==> src/rtl/mi3_delay.sv <==
`timescale 1ns / 1ps
`default_nettype none
// ----------------------------------------------------------------------------
// mi3_delay
// Fixed-length register line that keeps side data aligned with the pipe.
// ----------------------------------------------------------------------------
module mi3_delay #(
    parameter int WIDTH = 8,
    parameter int DEPTH = 2
) (
    input  wire logic             clk,
    input  wire logic [WIDTH-1:0] din,
    output logic      [WIDTH-1:0] dout
);

    logic [WIDTH-1:0] line_reg [DEPTH];

    // shift one stage per clock
    always_ff @(posedge clk)
    begin
        line_reg[0] <= din;
        for (int i = 1; i < DEPTH; i++)
        begin
            line_reg[i] <= line_reg[i-1];
        end
    end

    assign dout = line_reg[DEPTH-1];

endmodule
`default_nettype wire

==> config.mk <==
export PLATFORM = sky130hd
export DESIGN_NAME = mi3_delay
export DESIGN_NICKNAME = d
export VERILOG_FILES = /design/src/rtl/mi3_delay.sv
export SDC_FILE = /design/constraint.sdc
export NUM_CORES = 1
export LEC_CHECK = 0
export BUFFER_PORTS_ARGS = -buffer_cell sky130_fd_sc_hd__buf_4
export CAP_MARGIN = 20
export CORE_AREA = 2 2 39 41
export DETAILED_ROUTE_END_ITERATION = 16
export DIE_AREA = 0 0 41 43
export SYNTH_ARGS = -nofsm -noshare
export SYNTH_HDL_FRONTEND = slang
export SYNTH_SLANG_ARGS = --single-unit
==> constraint.sdc <==
create_clock -name clk -period 1.1 [get_ports clk]
set_input_delay 0.11 -clock clk [delete_from_list [all_inputs] [get_ports clk]]
set_output_delay 0.11 -clock clk [all_outputs]
set_load 0.1 [all_outputs]
==> flow_summary.yaml <==
synthesis:
  synthTopCellsByCount: "dfxtp_1 (16), buf_4 (8)"
  syn_inst: 24
  async_flop_share_pct: 0
  netlist_area_um2: 380
  synth_edf_count: 0
  synth.avg_cell_area_um2: 15.8
  yosys.cell_types.count: 2
  yosysWarnings: 0
  synth_top_area_share_pct: 84.2
  synth_nets: 33
  yosys_register_bits: 16
  yosys.area.top_type: "dfxtp_1"
  synthTopCellsByArea: "dfxtp_1 (84%), buf_4 (16%)"
  ys.flop_type: "dfxtp_1"
  synth-seq-area-share_pct: 84.2
  yosysMostFrequentCell: "dfxtp_1"
clocking:
  root_buffer: "clkbuf_4"
  cts_resized: 0
  holdBufCountCts: 8
  clock-sinks: 16
  postCtsSetupBuffers: 0
  cts_htree_levels: 1
  clk-insertion-delay-late_ns: 0.27
  cts_tree: "done"
  cts.clk_slew.worst_paths_ns: 0.08
  cts_buffers: 3
  clockBufferDepth: 2
power_and_ir_drop:
  seq_power_share_pct: 53.4
  peakVddDrop_uv: 592
  combPwrFrac_pct: 15.7
  p_leak_nw: 0.266
  p_int_mw: 0.866
  netSwitchingFraction_pct: 25.0
  switching_power_mw: 0.288
  clkPwrFrac_pct: 30.8
  p_per_area_nw_per_um2: 2000
layout:
  multi_input_gates: 0
  nNetsFinal: 54
  drive_above_1_share_pct: 45.5
  postLayoutCoreUtil_pct: 41.7
  antenna_cells: 0
  largest_register_ffs: 16
  areaGrowthSynthToFinish_pct: 51.6
  fin_cells: 60
  multi_input_area_um2: 0
floorplanning:
  core_area_um2: 1380
  die-area_um2: 1760
  num_rows: 14
  die_x_um: 41
  fp.dieH_um: 43
  io_pins: 17
  start_util_pct: 27.5
drt:
  drtIter0Drc: 0
  totalWireLength_um: 504
  top_layer: "met3"
  drtAntennaViolNets: 0
  drc: 0
  dr_wl_met3_um: 39
  via_per_inst: 3.32
  vias: 199
  dr.pass1.iters: 1
  wl_met1_um: 167
  wl_met2_um: 297
  wire_per_inst_um: 8.40
sta:
  skew_ns: 0.00489
  hold_viol_final: 0
  setup_tns_ns: 0
  slew_headroom_pct: 81.5
  fmaxAchievable_mhz: 1020
  final.setup.worst_slack_ns: 0.116
  slew_viol_final: 0
  setup_viol: 0
  fin_crit_sh_pct: 89.4
  grt_setup_unrepaired: "no"
  finalWorstPathRequiredPeriod_ns: 0.984
  max_slew.worst_pin.slew_ns: 0.279
setup_path:
  max_stage_delay_ns: 0.32
  arrival_ns: 0.87
  rr_worst_depth: 0
  crit_path_start_kind: "flop"
  required_ns: 0.99
  path_buf_inv: 1
  worstPathMaxFanout: 1
  worst-path-stages: 1
  critPathCaptureType: "output pin"
  path_class: "reg -> out"
  cpMaxStageDelayCell: "dfxtp_1"
  cp_top_family: "flip-flops"
  crit_chain: "buf_4"
global_route:
  grt_start_max_net_pins: 10
  grt_pass1_wl_um: 821
  grt_remaining_overflow: 0
  grt_usage_pct: 7.90
  grt_pass1_vias: 211
  antenna_found_initial: 0
min_path:
  hp-class: "reg -> reg"
  holdPathStages: 0
placed_design:
  place_congestion: 0.576
  pre_cts_ws_ns: 0.417
  place_inst: 48
  portBuffers: 16
job:
  maxCapViolCount: 0
run_status:
  status: "completed"
[metal layers]
metal	vias to the layer above	GRT usage [%]
met4	0	10.0
li1	105	-
met5	-	0
met1	86	6.29
met2	8	11.9
met3	0	3.14
[cell usage in the layout, fill, tap and decap left out]
cell,n
clkbuf_8,1
clkbuf_4,3
dlygate4sd3_1,8
dfxtp_1,16
buf_4,16
[power groups by stage]
stage | clock network, mW | logic [mW] | registers [mW]
global placement | 0 | 0.158 | 0.629
floorplan | 0 | 0.137 | 0.628
detailed placement | 0 | 0.159 | 0.631
CTS | 0.373 | 0.182 | 0.617
global route | 0.405 | 0.187 | 0.620
finish | 0.356 | 0.182 | 0.617
[path summary, 6_finish.rpt]
check | start | endpoint | slack [ns]
worst min register to register | line_reg[0][6]$_DFF_P_ | line_reg[0][14]$_DFF_P_ | 0.33
worst min-delay path | line_reg[0][6]$_DFF_P_ | line_reg[0][14]$_DFF_P_ | 0.33
worst max register to register | line_reg[0][3]$_DFF_P_ | line_reg[0][11]$_DFF_P_ | 0.69
worst max-delay path | line_reg[0][12]$_DFF_P_ | dout[4] | 0.12
[cell families after synthesis]
kind of cell | after synthesis | share of synthesized area [%]
flops | 16 | 84.2
buf+inv | 8 | 15.8
[final cells by class]
class / count / area (um2)
Sequential cell: 16 / 320
Fill cell: 132 / 807
Tap cell: 16 / 20.0
Timing Repair Buffer: 24 / 200
Clock buffer: 4 / 36.3
[stage by stage]
stage | hold slack [ns] | instance area, um2 | total power, mW
floorplan | 0.138 | 380 | 0.766
global placement | 0.214 | 460 | 0.788
detailed placement | 0.216 | 460 | 0.790
CTS | 0.328 | 577 | 1.17
global route | 0.341 | 577 | 1.21
finish | 0.325 | 577 | 1.15
No activity file was read; power rests on OpenSTA's default activity.
